--- src/hdl/fdt_pkg.sv ---
`timescale 1ns / 1ps
`default_nettype none

package fdt_pkg;

    localparam int PADS = 4;
    localparam int COUNT_W = 8;
    localparam int TARGET_W = 3;
    localparam int CFG_INDEX_W = 2;
    localparam int CFG_DATA_W = 8;

    localparam logic [COUNT_W-1:0] RESET_THRESHOLD = 8'd70;
    localparam logic [2:0] RESET_TRIP = 3'd2;
    localparam logic [2:0] RESET_FILTER = 3'd4;

    // register indexes of the configuration port
    typedef enum logic [CFG_INDEX_W-1:0] {
        CFG_TOUCH_THRESHOLD = 2'd0,
        CFG_TRIP_SHIFT      = 2'd1,
        CFG_FILTER_SHIFT    = 2'd2
    } cfg_index_t;

    typedef enum logic {
        REQ_CALIB = 1'b0,
        REQ_SCAN  = 1'b1
    } req_type_t;

    // pad numbers reported in target
    localparam logic [TARGET_W-1:0] TARGET_NONE = 3'd0;
    localparam logic [TARGET_W-1:0] TARGET_PAD1 = 3'd1;
    localparam logic [TARGET_W-1:0] TARGET_PAD2 = 3'd2;
    localparam logic [TARGET_W-1:0] TARGET_PAD3 = 3'd3;
    localparam logic [TARGET_W-1:0] TARGET_PAD4 = 3'd4;

    typedef logic [PADS-1:0][COUNT_W-1:0] pad_counts_t;

    typedef struct packed {
        logic               req_type;
        logic [COUNT_W-1:0] count_0;
        logic [COUNT_W-1:0] count_1;
        logic [COUNT_W-1:0] count_2;
        logic [COUNT_W-1:0] count_3;
    } in_item_t;

    typedef struct packed {
        logic [TARGET_W-1:0] target;
        logic [2:0]          active_count;
        logic [PADS-1:0]     touch_bits;
        logic [COUNT_W-1:0]  delta_0;
        logic [COUNT_W-1:0]  delta_1;
        logic [COUNT_W-1:0]  delta_2;
        logic [COUNT_W-1:0]  delta_3;
    } out_item_t;

    // what one pad lane reports to the merge stage
    typedef struct packed {
        logic               active;
        logic               touch;
        logic [COUNT_W-1:0] delta;
    } lane_flags_t;

    typedef lane_flags_t [PADS-1:0] lane_flags_array_t;

endpackage

`default_nettype wire

--- src/hdl/fdt_lane.sv ---
`timescale 1ns / 1ps
`default_nettype none

module fdt_lane (
    input  wire logic [fdt_pkg::COUNT_W-1:0] count,
    input  wire logic [fdt_pkg::COUNT_W-1:0] baseline,
    input  wire logic [fdt_pkg::COUNT_W-1:0] touch_threshold,
    input  wire logic [2:0]                  trip_shift,
    input  wire logic [2:0]                  filter_shift,
    output fdt_pkg::lane_flags_t             flags,
    output logic [fdt_pkg::COUNT_W-1:0]      baseline_next
);
    import fdt_pkg::*;

    logic [COUNT_W-1:0] trip_point;

    // trip point sits a fraction of the baseline below it
    assign trip_point = baseline - (baseline >> trip_shift);

    assign flags.active = (count < trip_point);
    assign flags.touch  = (count < touch_threshold);
    assign flags.delta  = baseline - count;

    // first-order tracking filter, wraps at 8 bits
    assign baseline_next = baseline - (baseline >> filter_shift) + (count >> filter_shift);

endmodule

`default_nettype wire

--- src/hdl/fdt_merge.sv ---
`timescale 1ns / 1ps
`default_nettype none

module fdt_merge (
    input  wire fdt_pkg::lane_flags_array_t flags,
    output fdt_pkg::out_item_t              result
);
    import fdt_pkg::*;

    logic [2:0]          active_count;
    logic [TARGET_W-1:0] single_target;
    logic [TARGET_W-1:0] tree_target;
    logic [PADS-1:0]     touch_bits;

    always_comb
    begin
        active_count  = '0;
        single_target = TARGET_NONE;
        for (int i = 0; i < PADS; i++)
        begin
            touch_bits[i] = flags[i].touch;
            if (flags[i].active)
            begin
                active_count  = active_count + 3'd1;
                single_target = TARGET_W'(i + 1);
            end
        end
    end

    // fixed comparison tree over all deltas, active or not
    always_comb
    begin
        if (flags[1].delta > flags[2].delta)
        begin
            tree_target = (flags[0].delta > flags[1].delta) ? TARGET_PAD1 : TARGET_PAD2;
        end
        else
        begin
            tree_target = (flags[3].delta > flags[2].delta) ? TARGET_PAD4 : TARGET_PAD3;
        end
    end

    always_comb
    begin
        result.active_count = active_count;
        result.touch_bits   = touch_bits;
        result.delta_0      = flags[0].delta;
        result.delta_1      = flags[1].delta;
        result.delta_2      = flags[2].delta;
        result.delta_3      = flags[3].delta;
        priority if (active_count == 3'd0)
        begin
            result.target = TARGET_NONE;
        end
        else if (active_count == 3'd1)
        begin
            result.target = single_target;
        end
        else
        begin
            result.target = tree_target;
        end
    end

endmodule

`default_nettype wire

--- src/hdl/fdt_calib.sv ---
`timescale 1ns / 1ps
`default_nettype none

module fdt_calib #(
    parameter int CAL_SAMPLES = 16
) (
    input  wire logic                 clk,
    input  wire logic                 rst_n,
    input  wire logic                 sample,
    input  wire fdt_pkg::pad_counts_t counts,
    output logic                      load,
    output fdt_pkg::pad_counts_t      baseline_init
);
    import fdt_pkg::*;

    localparam int SUM_W   = $clog2(255 * CAL_SAMPLES + 1);
    localparam int CNT_W   = $clog2(CAL_SAMPLES);
    localparam int DIV_K   = SUM_W + $clog2(CAL_SAMPLES);
    localparam int RECIP_W = SUM_W + 2;
    localparam int PROD_W  = SUM_W + RECIP_W;
    // exact floor division by reciprocal for every sum below 2**SUM_W
    localparam logic [RECIP_W-1:0] RECIP =
        RECIP_W'(((64'd1 << DIV_K) + 64'(CAL_SAMPLES) - 64'd1) / 64'(CAL_SAMPLES));
    localparam logic [CNT_W-1:0] LAST_SAMPLE = CNT_W'(CAL_SAMPLES - 1);

    logic [PADS-1:0][SUM_W-1:0] sum_reg;
    logic [CNT_W-1:0]           sample_count_reg;
    logic                       load_reg;
    logic [PADS-1:0][PROD_W-1:0] product;

    always_ff @(posedge clk or negedge rst_n)
    begin
        if (!rst_n)
        begin
            sum_reg          <= '0;
            sample_count_reg <= '0;
            load_reg         <= 1'b0;
        end
        else
        begin
            load_reg <= 1'b0;
            if (load_reg)
            begin
                sum_reg <= '0;
            end
            else if (sample)
            begin
                for (int i = 0; i < PADS; i++)
                begin
                    sum_reg[i] <= sum_reg[i] + SUM_W'(counts[i]);
                end
                if (sample_count_reg == LAST_SAMPLE)
                begin
                    sample_count_reg <= '0;
                    load_reg         <= 1'b1;
                end
                else
                begin
                    sample_count_reg <= sample_count_reg + 1'b1;
                end
            end
        end
    end

    // one multiplier per pad, driven straight from the final sums
    always_comb
    begin
        for (int i = 0; i < PADS; i++)
        begin
            product[i]       = PROD_W'(sum_reg[i]) * PROD_W'(RECIP);
            baseline_init[i] = product[i][DIV_K +: COUNT_W];
        end
    end

    assign load = load_reg;

endmodule

`default_nettype wire

--- src/hdl/four_pad_touch_detector.sv ---
`timescale 1ns / 1ps
`default_nettype none

// four-pad capacitive touch detector: each item carries one oscillator count
// per pad; calibration items (req_type 0) accumulate CAL_SAMPLES counts per pad
// and then load each baseline with the average, producing no result; scan items
// (req_type 1) produce one result with target pad, active count, raw touch bits
// and baseline deltas; inactive pads track their count via a shift-based filter.
// one item is taken per clock unless stalled: four pad lanes and the merge stage
// settle in the accepting cycle and the result is registered. input stalls when the
// skid is full and in the cycle after the last sample of each calibration round,
// where the reciprocal multipliers load the new baselines. a two-entry output
// buffer (register plus skid) lets input flow while a result waits. baselines and
// calibration sums clear at reset; no init pass. configuration registers must be
// written by the user only while the block is idle; the block does not enforce it.
module four_pad_touch_detector #(
    parameter int CAL_SAMPLES = 16
) (
    input  wire logic                             clk,
    input  wire logic                             rst_n,
    // input channel
    input  wire logic                             in_valid,
    output logic                                  in_stall,
    input  wire fdt_pkg::in_item_t                in_data,
    // result channel
    output logic                                  out_valid,
    input  wire logic                             out_stall,
    output fdt_pkg::out_item_t                    out_data,
    // configuration write port
    input  wire logic                             cfg_we,
    input  wire logic [fdt_pkg::CFG_INDEX_W-1:0]  cfg_index,
    input  wire logic [fdt_pkg::CFG_DATA_W-1:0]   cfg_wdata
);
    import fdt_pkg::*;

    // configuration registers
    logic [COUNT_W-1:0] touch_threshold_reg;
    logic [2:0]         trip_shift_reg;
    logic [2:0]         filter_shift_reg;

    // per-pad baselines
    pad_counts_t        baseline_reg;

    // lane and merge results
    pad_counts_t        counts;
    pad_counts_t        baseline_next;
    pad_counts_t        baseline_init;
    lane_flags_array_t  flags;
    out_item_t          result;

    // handshake and output buffer
    logic               in_xfer;
    logic               scan_xfer;
    logic               calib_xfer;
    logic               out_xfer;
    logic               calib_load;
    out_item_t          out_reg;
    logic               out_valid_reg;
    out_item_t          skid_reg;
    logic               skid_valid_reg;

    assign counts = {in_data.count_3, in_data.count_2, in_data.count_1, in_data.count_0};

    // stall while the skid entry is full or baselines are loading
    assign in_stall   = skid_valid_reg | calib_load;
    assign in_xfer    = in_valid & ~in_stall;
    assign scan_xfer  = in_xfer & (in_data.req_type == REQ_SCAN);
    assign calib_xfer = in_xfer & (in_data.req_type == REQ_CALIB);
    assign out_xfer   = out_valid_reg & ~out_stall;

    // configuration writes, unknown indexes are dropped
    always_ff @(posedge clk or negedge rst_n)
    begin
        if (!rst_n)
        begin
            touch_threshold_reg <= RESET_THRESHOLD;
            trip_shift_reg      <= RESET_TRIP;
            filter_shift_reg    <= RESET_FILTER;
        end
        else if (cfg_we)
        begin
            unique case (cfg_index)
                CFG_TOUCH_THRESHOLD: touch_threshold_reg <= cfg_wdata;
                CFG_TRIP_SHIFT:      trip_shift_reg      <= cfg_wdata[2:0];
                CFG_FILTER_SHIFT:    filter_shift_reg    <= cfg_wdata[2:0];
                default:             ;
            endcase
        end
    end

    // one lane per pad
    for (genvar g = 0; g < PADS; g++)
    begin : g_lane
        fdt_lane u_lane (
            .count           (counts[g]),
            .baseline        (baseline_reg[g]),
            .touch_threshold (touch_threshold_reg),
            .trip_shift      (trip_shift_reg),
            .filter_shift    (filter_shift_reg),
            .flags           (flags[g]),
            .baseline_next   (baseline_next[g])
        );
    end

    fdt_merge u_merge (
        .flags  (flags),
        .result (result)
    );

    fdt_calib #(
        .CAL_SAMPLES (CAL_SAMPLES)
    ) u_calib (
        .clk           (clk),
        .rst_n         (rst_n),
        .sample        (calib_xfer),
        .counts        (counts),
        .load          (calib_load),
        .baseline_init (baseline_init)
    );

    // baselines: calibration load, or tracking of pads that did not trip
    always_ff @(posedge clk or negedge rst_n)
    begin
        if (!rst_n)
        begin
            baseline_reg <= '0;
        end
        else if (calib_load)
        begin
            baseline_reg <= baseline_init;
        end
        else if (scan_xfer)
        begin
            for (int i = 0; i < PADS; i++)
            begin
                if (!flags[i].active)
                begin
                    baseline_reg[i] <= baseline_next[i];
                end
            end
        end
    end

    // output register plus skid entry; skid only fills when output is stuck
    always_ff @(posedge clk or negedge rst_n)
    begin
        if (!rst_n)
        begin
            out_valid_reg  <= 1'b0;
            skid_valid_reg <= 1'b0;
        end
        else if (skid_valid_reg)
        begin
            if (out_xfer)
            begin
                skid_valid_reg <= 1'b0;
            end
        end
        else if (scan_xfer)
        begin
            if (out_valid_reg && !out_xfer)
            begin
                skid_valid_reg <= 1'b1;
            end
            else
            begin
                out_valid_reg <= 1'b1;
            end
        end
        else if (out_xfer)
        begin
            out_valid_reg <= 1'b0;
        end
    end

    // payload side, no reset needed
    always_ff @(posedge clk)
    begin
        if (skid_valid_reg)
        begin
            if (out_xfer)
            begin
                out_reg <= skid_reg;
            end
        end
        else if (scan_xfer)
        begin
            if (out_valid_reg && !out_xfer)
            begin
                skid_reg <= result;
            end
            else
            begin
                out_reg <= result;
            end
        end
    end

    assign out_valid = out_valid_reg;
    assign out_data  = out_reg;

    // skid entry is only ever filled behind a waiting output
    assert property (@(posedge clk) disable iff (!rst_n)
        skid_valid_reg |-> out_valid_reg)
        else $error("skid entry full while output register empty");

    // no item may enter while baselines are being loaded
    assert property (@(posedge clk) disable iff (!rst_n)
        calib_load |-> in_stall)
        else $error("input accepted during baseline load");

    // an accepted scan always leaves a pending result
    assert property (@(posedge clk) disable iff (!rst_n)
        scan_xfer |=> out_valid)
        else $error("scan transfer lost its result");

    // target is zero exactly when no pad is active
    assert property (@(posedge clk) disable iff (!rst_n)
        out_valid |-> ((out_data.active_count == 3'd0) == (out_data.target == TARGET_NONE)))
        else $error("target inconsistent with active count");

endmodule

`default_nettype wire

--- config.mk ---
export PLATFORM = sky130hd
export DESIGN_NAME = four_pad_touch_detector
export DESIGN_NICKNAME = d
export VERILOG_FILES = /design/src/hdl/fdt_pkg.sv /design/src/hdl/fdt_lane.sv /design/src/hdl/fdt_merge.sv /design/src/hdl/fdt_calib.sv /design/src/hdl/four_pad_touch_detector.sv
export SDC_FILE = /design/constraint.sdc
export NUM_CORES = 1
export LEC_CHECK = 0
export ABC_AREA = 1
export BUFFER_PORTS_ARGS = -buffer_cell sky130_fd_sc_hd__buf_2
export CAP_MARGIN = 40
export CORE_ASPECT_RATIO = 0.6
export CORE_MARGIN = 4
export CORE_UTILIZATION = 25
export CTS_CLUSTER_DIAMETER = 150
export DETAILED_ROUTE_END_ITERATION = 6
export PLACE_DENSITY = 0.41
export SETUP_SLACK_MARGIN = 0.3
export SYNTH_ARGS = -nofsm -noshare
export SYNTH_HDL_FRONTEND = slang
export SYNTH_SLANG_ARGS = --single-unit
--- constraint.sdc ---
create_clock -name clk -period 13.4 [get_ports clk]
set_input_delay 0.67 -clock clk [delete_from_list [all_inputs] [get_ports clk]]
set_output_delay 0.67 -clock clk [all_outputs]
set_load 0.005 [all_outputs]
[After elaboration in Yosys (flattened, before gate mapping)]
Cells that the tools add are included.
Operators by class
  muxes and demuxes: 35
  shift operators: 12
  add/sub/neg operators: 24
  reductions and logical operators: 19
  equality and inequality tests: 11
  $lt $le $gt $ge: 11
  bitwise logic cells: 10
Operators with widths (number)
  2-to-1 mux 42 bit: 4
  2-to-1 mux 48 bit: 2
  >> shifter 8 x 3 -> 8 bit: 12
  subtractor 8 bit: 12
  < comparator 8 bit: 8
  2-to-1 mux 32 bit: 2
  adder 12 x 8 -> 12 bit: 4
  adder 8 bit: 4
  2-to-1 mux 8 bit: 4
  greater-than comparator 8 bit: 3
  2-to-1 mux 3 bit: 8
  AND reduction 2 bit: 8
  2-to-1 mux 1 bit: 11
  AND reduction 3 bit: 3
  inequality test 2 x 1 -> 1 bit (second input constant): 4
  nonzero test 2 bit: 4
  adder 3 x 1 -> 3 bit (second input constant): 2
  2-to-1 mux 2 bit: 3
  inequality test 2 bit (second input constant): 3
  inverter 1 bit: 5
  adder 4 x 1 -> 4 bit (second input constant): 1
  AND 1 bit: 4
  == test 4 bit (second input constant): 1
  2-to-1 mux 4 bit: 1
  9 further kinds: 9
Word-level totals
  register bits: 185

[Depth between registers and ports, before layout]
Gate-level depths: netlist (run 1).
  depth after elaboration: 16
  gate-level depth with buffers: 36

[By module]
From an unflattened synthesis (run 1), not the netlist that was laid out.
Unflattened totals
  cell total of the unflattened synthesis: 2674
  area total of the unflattened synthesis: 19099.6 um^2
By module, submodules not included
  four_pad_touch_detector: area each 5495.3 um^2, instances 1, cells an instance 547, sequential area each 3729.8 um^2
  fdt_lane (g_lane[1].u_lane ...): area each 2100.8 um^2, instances 2, cells an instance 348, sequential area each 0.0 um^2
  fdt_calib: area each 4018.9 um^2, instances 1, cells an instance 552, sequential area each 1326.3 um^2
  fdt_lane (g_lane[3].u_lane): area each 2147.1 um^2, instances 1, cells an instance 353, sequential area each 0.0 um^2
  fdt_lane (g_lane[0].u_lane): area each 2090.8 um^2, instances 1, cells an instance 347, sequential area each 0.0 um^2
  fdt_merge: area each 1146.1 um^2, instances 1, cells an instance 179, sequential area each 0.0 um^2

[Worst setup path before layout (run 1)]
OpenSTA, ideal clock, no wires.
  path kind: register to register
  start: register trip_shift_reg[1]
  end: register skid_reg[39] (netlist bit) (data pin)
  stages on the path, launching flop included: 32
  slack: 8526 ps
  arrival time: 4619 ps
  period minus slack after synthesis: 4874 ps
  setup time: 255 ps
  cell sequence: dfstp_2 > clkbuf_1 > buf_1 > o211ai_1 > o21ai_0 > ha_1 > inv_1 > fa_1 > nand3_1 > nand2_1 > nand2_1 > nand2_1 > a21oi_1 > xor2_1 > ha_1 > nand2_1 > nor2_1 > a211oi_1 > nand2_1 > inv_1 > ha_1 > inv_1 > nand3_1 > nand2_1 > inv_1 > ha_1 > or2_4 > nand2_4 > nand3_2 > nand2_1 > inv_1 > and2_1
RTL lines
  from (decl): RTL line four_pad_touch_detector.sv:38  | logic [2:0] trip_shift_reg;
  from (signal assigned): RTL line four_pad_touch_detector.sv:84  | CFG_TRIP_SHIFT: trip_shift_reg <= cfg_wdata[2:0];
  to (signal assigned): RTL line four_pad_touch_detector.sv:190  | skid_reg <= result;
  to (decl): RTL line four_pad_touch_detector.sv:59  | out_item_t skid_reg;

[Worst setup path after layout (run 1)]
  start: register trip_shift_reg[1]
  end: register out_reg, in the netlist out_data[40] (data pin)
On the way
  longest elaborated chain between the ends: 16
  elaborated cells between the ends (all ways): 29
  classes of those cells: 7 x add/sub; 4 x order compare; 1 x eq/ne; 4 x shift; 12 x mux; 1 x reduce/logical
Ends and longest elaborated chain
  >> shifter 8 x 3 -> 8 bit: RTL line fdt_lane.sv:18  | assign trip_point = baseline - (baseline >> trip_shift);
  subtractor 8 bit: RTL line fdt_lane.sv:18
  < comparator 8 bit: RTL line fdt_lane.sv:20  | assign flags.active = (count < trip_point);
  2-to-1 mux 1 bit: RTL line fdt_merge.sv:22  | if (flags[i].active)
  adder 1 x 1 -> 2 bit: RTL line fdt_merge.sv:24  | active_count = active_count + 3'd1;
  2-to-1 mux 3 bit: RTL line fdt_merge.sv:22
  adder 3 x 1 -> 3 bit: RTL line fdt_merge.sv:24
  2-to-1 mux 3 bit: RTL line fdt_merge.sv:22
  adder 3 x 1 -> 3 bit: RTL line fdt_merge.sv:24
  2-to-1 mux 3 bit: RTL line fdt_merge.sv:22
  == test 3 x 1 -> 1 bit: RTL line fdt_merge.sv:55  | else if (active_count == 3'd1)
  2-to-1 mux 3 bit: RTL line fdt_merge.sv:55
  2-to-1 mux 3 bit (*): RTL line fdt_merge.sv:51  | priority if (active_count == 3'd0)
  2-to-1 mux 42 bit (*): RTL line four_pad_touch_detector.sv:188  | if (out_valid_reg && !out_xfer)
  2-to-1 mux 42 bit (*): RTL line four_pad_touch_detector.sv:186  | else if (scan_xfer)
  2-to-1 mux 42 bit (*): RTL line four_pad_touch_detector.sv:179  | if (skid_valid_reg)
  to (signal assigned): RTL line four_pad_touch_detector.sv:183  | out_reg <= skid_reg;
  to (signal assigned): RTL line four_pad_touch_detector.sv:194  | out_reg <= result;
  to (decl): RTL line four_pad_touch_detector.sv:57  | out_item_t out_reg;
Mark *: on every way between the ends. The rest lies on a longest branch, timed or not. The select of a mux whose other input is x is not followed.
A chain may end at the register's enable or synchronous reset.

==> results of run 1 <==
[metrics by stage]
step / utilization / setup WS [ns] / instance area [sq um] / std cells / hold WS, ns
after floorplan: - / 8.526 / 16890 / 2202 / 0.3744
after global placement: 0.2744 / 7.581 / 18270 / 3124 / 0.4635
after detailed placement: 0.2753 / 7.360 / 18330 / 3127 / 0.4696
after CTS: 0.2832 / 7.335 / 18860 / 3159 / 0.1994
after global routing: 0.2832 / 6.744 / 18860 / 3159 / 0.2294
final: 0.2832 / 7.263 / 18860 / 3160 / 0.1985
[layout make-up]
class / count / area, sq um
clock buffers: 20 / 436.7
inverters: 276 / 1036
fillers: 7203 / 47730
diodes: 1 / 2.502
multi-input cells: 1658 / 10480
repair buffers: 108 / 623.1
well taps: 900 / 1126
flip-flops and latches: 185 / 5060
clock inverters: 12 / 90.09
[path summary, 6_finish.rpt]
kind / from / to / slack (ns) / cells past startpoint
max in group asynchronous: rst_n / baseline_reg[16] / 12.15 / 3
hold reg to reg: u_calib.sample_count_reg[3] / u_calib.sample_count_reg[3] / 0.48 / 1
setup reg to reg: trip_shift_reg[1] / out_data[40] / 7.26 / 31
setup / recovery: trip_shift_reg[1] / out_data[40] / 7.26 / 31
hold / removal: rst_n / u_calib.sum_reg[1] / 0.20 / 1
min in group clk: cfg_wdata[6] / touch_threshold_reg[6] / 0.44 / 3
[worst max-delay path, delay by kind of cell, from the launching register on]
kind / cells / cell delay (ns)
AOI/OAI and AO/OA: 8 / 1.39
xor gates and xnor gates: 1 / 0.16
adders and majority gates: 4 / 1.16
buffers and inverters: 5 / 0.88
DFF: 1 / 0.91
and+or+nand+nor: 13 / 1.39
[cell families (layout without fill, tap and decap cells)]
kind of cell	after synthesis	after routing	share of synthesized area
other	0	1	0
AO/OA/AOI/OAI	563	563	0.1879
flip-flops	185	185	0.2994
adder cells (fa/ha/maj)	245	245	0.1993
AND/OR/NAND/NOR	773	773	0.1910
XOR/XNOR	77	77	0.04105
buffers and inverters	359	416	0.08135
[layer usage]
| metal | GRT usage | routed length (um) |
|---|---|---|
| met1 | 0.2636 | 31800 |
| met2 | 0.2247 | 23060 |
| met3 | 0.03203 | 3409 |
| met4 | 0.03526 | 911 |
| met5 | 0 | 0 |
[synth_stat cells, drive strengths merged, types with 6 or more instances]
master,instances
a21o,7
a21oi,160
a22oi,7
a31oi,10
buf,26
clkbuf,57
dfrtp,96
edfxtp,84
fa,40
ha,205
inv,275
nand2,484
nand3,132
nand4,18
nor2,105
nor3,17
o211ai,47
o21a,6
o21ai,273
o221ai,23
o22ai,8
or2,9
xnor2,40
xor2,37
[layout by cell type (no fill, tap or decap), drive strengths merged, types with 5 or more instances in the layout]
cell,instances
fa,40
clkbuf,20
nand4,18
a21oi,160
o22ai,8
ha,205
a22oi,7
edfxtp,84
xnor2,40
buf,108
nand2,484
o21a,6
inv,282
or2,9
o211ai,47
nand3,132
nor2,105
and2,5
o221ai,23
a31oi,10
o21ai,273
nor3,17
a21o,7
dfrtp,96
xor2,37
dfstp,5
==> summary.md, run 1 <==
| Metric | Value |
|---|---|
| IO buf count | 91 |
| Actual slew at the worst max-slew pin | ~0.94 ns |
| Synth top area cells | ha_1 15%, edfxtp_1 15%, dfrtp_1 14%, nand2_1 11%, o21ai_0 7.6% |
| Sink Count | ~190 |
| Clock root cell | clkbuf_16 |
| Netlist Area Pre-Place | 16890 sq um |
| Clock Skew | roughly 0.019 ns |
| CTS tree | done |
| FMAX | ~160 MHz |
| Initial core utilization | 0.2536 |
| DR DRC count | 0 |
| Synth Register Bits | roughly 190 |
| Vias | ~15000 |
| Post-synthesis sequential area ratio | 0.2994 |
| Remaining global-route overflow | 0 |
| DR iter-0 viols | 1385 |
| Share of layout cells above drive strength 1 | 0.07880 |
| Dpl hpwl | 46.01 mm |
| Post-synth ARST share | 0.5459 |
| Die Span Y | 209.3 um |
| Startpoint Class | register |
| Top Ports | just over 90 |
| Final nets | 2539 |
| DR WL/cell | 18.73 um |
| Crit path DAT | 6.37 ns |
| Synthesis-to-finish area growth | 11.67% |
| Cts-stage hold buffer count | 0 |
| Global-route usage over all layers | 0.1652 |
| Rows | 73 |
| Vias in the first global route | 14212 |
| First-pass GRT wire length | 89.88 mm |
| Setup-failing EPs final | 0 |
| Worst skew pair latency | 0.49 ns |
| RSZ-0062 raised after global routing | false |
| Post-synth EDFFs | 84 |
| Slowest Stage Delay on Critical Path | between 0.9 and 1 ns |
| Syn Nets | 2495 |
| Critical Path Fanout Max | 31 |
| Die area | about 72000 sq um |
| Clock Pin Slew Worst Setup and Hold Paths | around 0.08 ns |
| Top cell type's share of synthesized area | 0.1519 |
| Fin crit share | 0.4580 |
| Via/cell ratio | between 4 and 5 |
| Slew margin rel. | 0.3747 |
| Post-synth cell types | 54 |
| Final WL | slightly below 60 mm |
| Area leader, netlist | ha_1 |
| Pin count of the biggest net entering global routing | 77 |
| Initial antenna violation count | 0 |
| Most frequent CP cell | nand2_1 |
| Max reg flops | 48 |
| Data required time of the critical path | between 10 and 15 ns |
| Crit. End Element | register |
| CTS H-tree lvls | 4 |
| CTS resizes | 0 |
| Remaining antenna violation count after routing | 0 |
| Total CTS buffers | 17 |
| Outcome | finished, final reports clean |
| Yosys warning total | 0 |
| Core outline area | about 67000 sq um |
| Die width | roughly 340 um |
| Cells after Synth | between 2000 and 2500 |
| Top FF cell, synth | dfrtp_1 |
| Drt pass-1 iters | 7 |
| Crit-path slowest cell | dfstp_2 |
| Avg Inst Size Synth | 7.669 sq um |
| Max Root-Sink Buffers | 2 |
| Number of max-cap violations | 0 |
| Post-CTS setup buffer count | 0 |
| Critical path class | reg -> reg |
| Setup TNS Final | 0 ns |
| GPL Wtd Cong | 0.8647 |
| Final slew viol count | 0 |
| Endpoints failing hold | 0 |
| Hold/Removal Path Class | in -> async |
| Fin crit period | ~6.1 ns |
Power of run 1 is not shown: default switching activity piles up to over one toggle a cycle in this logic, so the estimate is an artifact.
==> inputs of run 2 (changes only) <==
--- a/config.mk
+++ b/config.mk
@@ -13,7 +13,7 @@
 export CORE_UTILIZATION = 25
 export CTS_CLUSTER_DIAMETER = 150
 export DETAILED_ROUTE_END_ITERATION = 6
-export PLACE_DENSITY = 0.41
+export PLACE_DENSITY = 0.43
 export SETUP_SLACK_MARGIN = 0.3
 export SYNTH_ARGS = -nofsm -noshare
 export SYNTH_HDL_FRONTEND = slang
==> constraint.sdc (replaced) <==
create_clock -name clk -period 5.37 [get_ports clk]
set_input_delay 0.2685 -clock clk [delete_from_list [all_inputs] [get_ports clk]]
set_output_delay 0.2685 -clock clk [all_outputs]
set_load 0.005 [all_outputs]
==> run 2 against run 1 <==
Against the previous run: critical endpoint is now skid_reg[40]; utilization is 0.99 points higher; wire length is 0.98% higher; via count is 1.8% higher; register-to-register slack worse by 6.8 ns; sequential cell count stayed put; first-iteration DRC count is 5.0% lower; final cell count is 1.4% higher; die area stayed put; non-clock buffer count is 46 higher; worst setup slack worse by 6.8 ns; sequential share of layout area is 0.90 points lower; fmax is 24% higher.
==> summary.md, run 2 (same netlist as run 1, synthesis figures left out) <==
| Metric | Value |
|---|---|
| Outcome | finished, final reports clean |
| Pin count of the biggest net entering global routing | 76 (-1.3%) |
| Rows | 73 (unchanged) |
| Setup TNS Final | 0 ns (unchanged) |
| Via/cell ratio | 4.843 (+0.41%) |
| Remaining global-route overflow | 0 (unchanged) |
| First-pass GRT wire length | 91.15 mm (+1.4%) |
| DR iter-0 viols | 1316 (-5.0%) |
| Reg2reg setup slack | 0.44 ns (-6.82 ns) |
| Setup-failing EPs final | 0 (unchanged) |
| Met3 usage in global routing | 0.04081 (+0.008777) |
| Critical path class | reg -> reg |
| Core outline area | 66590 sq um (unchanged) |
| Fin crit share | 0.9184 (+0.4604) |
| Hold/Removal Path Class | in -> reg |
| Slowest Stage Delay on Critical Path | 0.49 ns (-0.42 ns) |
| Worst skew pair latency | 0.50 ns (about the same) |
| GPL Wtd Cong | 0.9157 (+5.9%) |
| Reg area | 5061 sq um (about the same) |
| Fin crit period | 4.932 ns (-1.205 ns) |
| Slew margin rel. | 0.4447 (+0.07004) |
| Final WL | 59.77 mm (+0.98%) |
| RSZ-0062 raised after global routing | true |
| Clock Skew | 0.01867 ns (-0.0006223 ns) |
| Total CTS buffers | 17 (unchanged) |
| Max Root-Sink Buffers | 2 (unchanged) |
| Clock Pin Slew Worst Setup and Hold Paths | 0.08 ns (about the same) |
| CTS H-tree lvls | 4 (unchanged) |
| FMAX | 202.8 MHz (+24%) |
| Die area | 71910 sq um (unchanged) |
| Worst r2r src | trip_shift_reg[0] |
| Global Route met2 Usage | 0.2378 (+0.01314) |
| CP endpoint | skid_reg[40] |
| Vias | 15521 (+1.8%) |
| DR DRC count | 0 (unchanged) |
| Most frequent cells in the layout | 467 x nand2_1, 261 x inv_1, 234 x o21ai_0 |
| Data required time of the critical path | 5.61 ns (-8.02 ns) |
| Critical Path Fanout Max | 8 (-74%) |
| Die width | 343.5 um (unchanged) |
| Drt pass-1 iters | 5 (-2) |
| DR WL/cell | 18.65 um (-0.43%) |
| Die Span Y | 209.3 um (unchanged) |
| Most common cell after layout, fill and taps aside | nand2_1 |
| Worst reg2reg path depth | 29 (-6.5%) |
| Final slew viol count | 0 (unchanged) |
| Most frequent CP cell | nand2_2 |
| Top Ports | 92 (unchanged) |
| Actual slew at the worst max-slew pin | 0.8329 ns (-0.1051 ns) |
| Remaining antenna violation count after routing | 0 (unchanged) |
| CP startpoint | trip_shift_reg[0] |
| Initial antenna violation count | 2 (+2) |
| RR Endpoint | skid_reg[40] |
| Crit-path slowest cell | dfrtp_2 |
| Dpl hpwl | 46.69 mm (+1.5%) |
| Global-route usage over all layers | 0.1662 (+0.001067) |
| Met1 Resource Use GR | 0.2514 (-0.01218) |
| Crit path DAT | 5.17 ns (-1.20 ns) |
| Endpoints failing hold | 0 (unchanged) |
| Share of layout cells above drive strength 1 | 0.1193 (+0.04051) |
| IO buf count | 91 (unchanged) |
| Number of max-cap violations | 0 (unchanged) |
| Clock root cell | clkbuf_16 |
| Ant diodes | 0 (-1) |
| Fillers | 7199 (-0.056%) |
| Final nets | 2585 (+1.8%) |
| Synthesis-to-finish area growth | 15.56% |
| Busiest grt layer | met1 |
| Sink Count | 185 (unchanged) |
| Initial core utilization | 0.2536 (unchanged) |
| Crit. End Element | register |
| Vias in the first global route | 14925 (+5.0%) |
| Max reg flops | 48 (unchanged) |
| Startpoint Class | register |
| Multi-input gate area | 10680 sq um (+1.9%) |
| CTS tree | done |
## run 2: per-stage QoR
| step | cells | setup slack [ns] | utilization | hold WS [ns] | instance area (sq um) |
|---|---|---|---|---|---|
| floorplan | 2202 | 0.4961 | - | -0.02709 | 16890 |
| global placement | 3156 | 0.2462 | 0.2785 | 0.3816 | 18550 |
| detailed placement | 3156 | 0.07035 | 0.2785 | 0.3802 | 18550 |
| CTS | 3194 | 0.3124 | 0.2882 | 0.01254 | 19190 |
| global route | 3205 | 0.1545 | 0.2931 | 0.02007 | 19520 |
| finish | 3205 | 0.4383 | 0.2931 | 0.05026 | 19520 |
## run 2: area by class of cell
class                   count  share of cell area
multi-input cells        1658              0.5473
flip-flops and latches    185              0.2593
well taps                 900             0.05770
inverters                 276             0.05347
repair buffers            154             0.05213
clock buffers              19             0.02231
clock inverters            13            0.007694
## run 2: worst max-delay path, delay by kind of cell (launching register included)
| kind | cells | cell delay (ns) |
|---|---|---|
| compound gates | 8 | 1.28 |
| simple gates | 11 | 1.09 |
| fa+ha+maj | 4 | 0.87 |
| buf+inv | 4 | 0.50 |
| flops | 1 | 0.49 |
| xor+xnor | 2 | 0.47 |
## run 2: repair_timing
action,CTS,global route
hold buffers,1,0
endpoints found under the hold margin,44,0
pin swaps,3,40
endpoints found under the setup margin,8,10
gates resized for setup,10,67
setup buffers,5,8
cloned,0,3
## run 2: layer usage
| layer | wire length, um | vias to the layer above | part of all wire |
|---|---|---|---|
| li1 | - | 7684 | - |
| met1 | 30790 | 7388 | 0.52 |
| met2 | 24430 | 407 | 0.41 |
| met3 | 3768 | 42 | 0.063 |
| met4 | 778 | 0 | 0.013 |
| met5 | 0 | - | 0 |
## run 2: how the worst min path moves through the flow
| stage | from | to | slack [ns] | cells past startpoint |
|---|---|---|---|---|
| 2_1_floorplan | rst_n | baseline_reg[0] | -0.03 | 0 |
| 3_3_place_gp | rst_n | baseline_reg[19] | 0.38 | 1 |
| 3_5_place_dp | rst_n | baseline_reg[19] | 0.38 | 1 |
| 4_1_cts | cfg_wdata[7] | touch_threshold_reg[7] | 0.01 | 3 |
| 5_1_grt | cfg_wdata[7] | touch_threshold_reg[7] | 0.02 | 3 |
| 6_report | cfg_wdata[7] | touch_threshold_reg[7] | 0.05 | 3 |
Power of run 2 is left out for the same reason.
==> inputs of run 3 (changes only) <==
--- a/config.mk
+++ b/config.mk
@@ -5,7 +5,7 @@
 export SDC_FILE = /design/constraint.sdc
 export NUM_CORES = 1
 export LEC_CHECK = 0
-export ABC_AREA = 1
+export ABC_AREA = 0
 export BUFFER_PORTS_ARGS = -buffer_cell sky130_fd_sc_hd__buf_2
 export CAP_MARGIN = 40
 export CORE_ASPECT_RATIO = 0.6
@@ -17,4 +17,5 @@
 export SETUP_SLACK_MARGIN = 0.3
 export SYNTH_ARGS = -nofsm -noshare
 export SYNTH_HDL_FRONTEND = slang
+export SYNTH_HIERARCHICAL = 1
 export SYNTH_SLANG_ARGS = --single-unit
==> run 3 against run 2 <==
Against the previous run: the run now ends with setup timing left; die area is 9.2% higher; worst setup slack worse by 0.52 ns; count of clock-buffer cells in the layout stayed put; wire length is 6.0% lower; first-iteration DRC count is 23% lower; hold slack better by 0.0038 ns; non-clock buffer count is 48 higher; fmax is 9.5% lower; via count is 5.8% lower; area after synthesis is 9.5% higher; critical endpoint is now out_data[39].
==> summary.md, run 3 <==
| Metric | Value |
|---|---|
| Avg Inst Size Synth | 9.279 sq um (+21%) |
| Slew margin rel. | 0.4263 (-0.01841) |
| Dpl hpwl | 43.47 mm (-6.9%) |
| Final nets | 2363 (-8.6%) |
| Fin crit share | 1.015 (+0.09639) |
| Fin crit period | 5.449 ns (+0.5176 ns) |
| Crit-path slowest cell | dfstp_4 |
| Worst r2r src | trip_shift_reg[1] |
| Outcome | finished, violations left |
| RSZ-0062 raised after global routing | true |
| Synthesis-to-finish area growth | 14.27% |
| Sink Count | 185 (unchanged) |
| Die Span Y | 218.7 um (+4.5%) |
| Failing checks | setup timing |
| Worst skew pair latency | 0.50 ns (about the same) |
| Post-synthesis sequential area ratio | 0.2734 (-0.02599) |
| Clock root cell | clkbuf_16 |
| Number of max-cap violations | 0 (unchanged) |
| Drt pass-1 iters | 5 (unchanged) |
| Hold path start | out_stall |
| FMAX | 183.5 MHz (-9.5%) |
| Reg2reg setup slack | -0.08 ns (-0.52 ns) |
| Most frequent cells in the layout | 224 x inv_1, 199 x ha_1, 161 x nor2_1 |
| Initial antenna violation count | 4 (+2) |
| Crit. End Element | register |
| Data required time of the critical path | 5.62 ns (about the same) |
| Syn Nets | 2286 (-8.4%) |
| Clock Skew | 0.01167 ns (-0.007005 ns) |
| Top FF cell, synth | dfrtp_1 |
| Cells after Synth | 1993 (-9.5%) |
| Top cell type's share of synthesized area | 0.1387 (-0.01318) |
| Final slew viol count | 0 (unchanged) |
| CTS tree | done |
| Remaining antenna violation count after routing | 0 (unchanged) |
| Setup-failing EPs final | 3 (+3) |
| RR Endpoint | out_data[39] |
| Critical Path Fanout Max | 6 (-2) |
| Netlist Area Pre-Place | 18490 sq um (+9.5%) |
| Worst reg2reg path depth | 28 (-3.4%) |
| Util after Layout | 0.2913 (-0.001833) |
| Startpoint Class | register |
| Core outline area | 72550 sq um (+9.0%) |
| Hold Path Depth | 3 (unchanged) |
| Most frequent cell after synthesis | inv_1 |
| Top Ports | 92 (unchanged) |
| Critical path class | reg -> reg |
| CTS H-tree lvls | 4 (unchanged) |
| Slowest Stage Delay on Critical Path | 0.66 ns (+0.17 ns) |
| Initial core utilization | 0.2549 (+0.001258) |
| Synth Register Bits | 185 (unchanged) |
| Post-route setup slack | -0.07931 ns (-0.5176 ns) |
| Post-synth EDFFs | 84 (unchanged) |
| Pin count of the biggest net entering global routing | 56 (-26%) |
| Endpoints failing hold | 0 (unchanged) |
| Yosys warning total | 6 (+6) |
| Die area | 78530 sq um (+9.2%) |
| Total CTS buffers | 17 (unchanged) |
| Crit path DAT | 5.70 ns (+0.53 ns) |
| First-pass GRT wire length | 86.68 mm (-4.9%) |
| Area leader, netlist | ha_1 |
| Hold/Removal Path Class | in -> reg |
| DR DRC count | 0 (unchanged) |
| Vias in the first global route | 14231 (-4.6%) |
| Max Root-Sink Buffers | 2 (unchanged) |
| Remaining global-route overflow | 0 (unchanged) |
| Rows | 76 (+4.1%) |
| Synth top area cells | ha_1 14%, edfxtp_1 14%, dfrtp_1 13%, mux2_2 7.5%, mux2i_1 5.5% |
| CP startpoint | trip_shift_reg[1] |
| Final WL | 56.19 mm (-6.0%) |
| Vias | 14617 (-5.8%) |
| DR iter-0 viols | 1015 (-23%) |
| Die width | 359.1 um (+4.5%) |
| Max reg flops | 48 (unchanged) |
| Clock Pin Slew Worst Setup and Hold Paths | 0.07 ns (about the same) |
| Share of layout cells above drive strength 1 | 0.2146 (+0.09529) |
| Post-synth top cells | 229 x inv_1, 205 x ha_1, 164 x nor2_1 |
| Global-route usage over all layers | 0.1432 (-0.02300) |
| GPL Wtd Cong | 0.8259 (-9.8%) |
| Post-synth ARST share | 0.5459 (unchanged) |
| Post-synth cell types | 73 (+35%) |
| Most common cell after layout, fill and taps aside | inv_1 |
| DR WL/cell | 18.36 um (-1.6%) |
| Actual slew at the worst max-slew pin | 0.8568 ns (+0.02386 ns) |
| Hold Path End | skid_valid_reg |
| Via/cell ratio | 4.775 (-1.4%) |
| IO buf count | 91 (unchanged) |
[run 3: cell types whose count changed after synthesis, moves of 29 or more]
cell / before / now
a211oi_1: 3 / 33
mux2_2: 0 / 123
inv_1: 269 / 229
xnor2_1: 39 / 70
o21ai_0: 255 / 74
nor2b_1: 0 / 38
buf_4: 2 / 76
nand3_1: 130 / 7
a21oi_1: 159 / 130
nor2_1: 104 / 164
mux2i_1: 0 / 101
o211ai_1: 47 / 3
nand2_1: 477 / 94
[run 3: critical path, delay by kind of cell (launching register included)]
kind | cells | cell delay [ns]
compound gates | 10 | 1.74
xor+xnor | 1 | 0.14
fa+ha+maj | 5 | 1.19
buf+inv | 5 | 0.51
flops | 1 | 0.66
mux | 3 | 0.61
simple gates | 4 | 0.34
[run 3: cell type report]
class	instances	area (sq um)
antenna	3	7.507
clock buffer	19	432.9
clock inverter	13	120.1
fill	7551	51420
inverter	229	859.6
multi-input combinational	1435	11950
sequential	185	5075
tap	975	1220
timing repair buffer	202	1466
[run 3: what timing repair did]
action,4_1_cts,5_1_grt
pin swaps,16,22
endpoints found under the setup margin,11,27
gates cloned,1,0
hold endpoints to repair,57,0
gates resized for setup,30,24
setup buffers,23,8
hold buffers,2,0
[run 3: routing by layer]
layer | routed length (um) | up-vias | GRT usage
met5 | 0 | - | 0
met4 | 906 | 0 | 0.03945
met3 | 2849 | 59 | 0.02386
met2 | 21370 | 343 | 0.1913
met1 | 31070 | 7080 | 0.2296
li1 | - | 7135 | -
[run 3: logic make-up (layout without fill, tap and decap cells)]
group | Yosys count | in the layout | share of synthesized area
fa+ha+maj | 245 | 245 | 0.1820
simple gates | 428 | 428 | 0.1122
buf+inv | 373 | 463 | 0.09452
flops | 185 | 185 | 0.2734
other cells | 0 | 3 | 0
mux | 232 | 232 | 0.1359
xor+xnor | 94 | 94 | 0.04452
compound gates | 436 | 436 | 0.1574
[run 3: per-stage QoR]
| step | setup WS, ns | instance area, sq um | hold WS, ns | std cells | TNS, ns |
|---|---|---|---|---|---|
| detailed placement | -0.1357 | 20050 | 0.1259 | 2992 | -0.3213 |
| global placement | -0.000003553 | 19990 | 0.4667 | 2988 | -0.000003553 |
| CTS | -0.01113 | 20950 | 0.004846 | 3050 | -0.01534 |
| floorplan | 0.08468 | 18590 | -0.02709 | 1993 | 0 |
| finish | -0.07931 | 21130 | 0.05405 | 3061 | -0.1841 |
| global route | -0.3355 | 21130 | 0.03630 | 3061 | -1.629 |
[run 3: worst max path at each step]
stage	endpoint	slack (ns)	cells after the start
after detailed placement	out_data[39]	-0.14	24
after CTS	out_data[39]	-0.01	27
after global placement	out_data[39]	-0.000004	26
final	out_data[39]	-0.08	28
after global routing	out_data[39]	-0.34	28
after floorplan	out_data[39]	0.08	26
Power of run 3 is left out for the same reason.
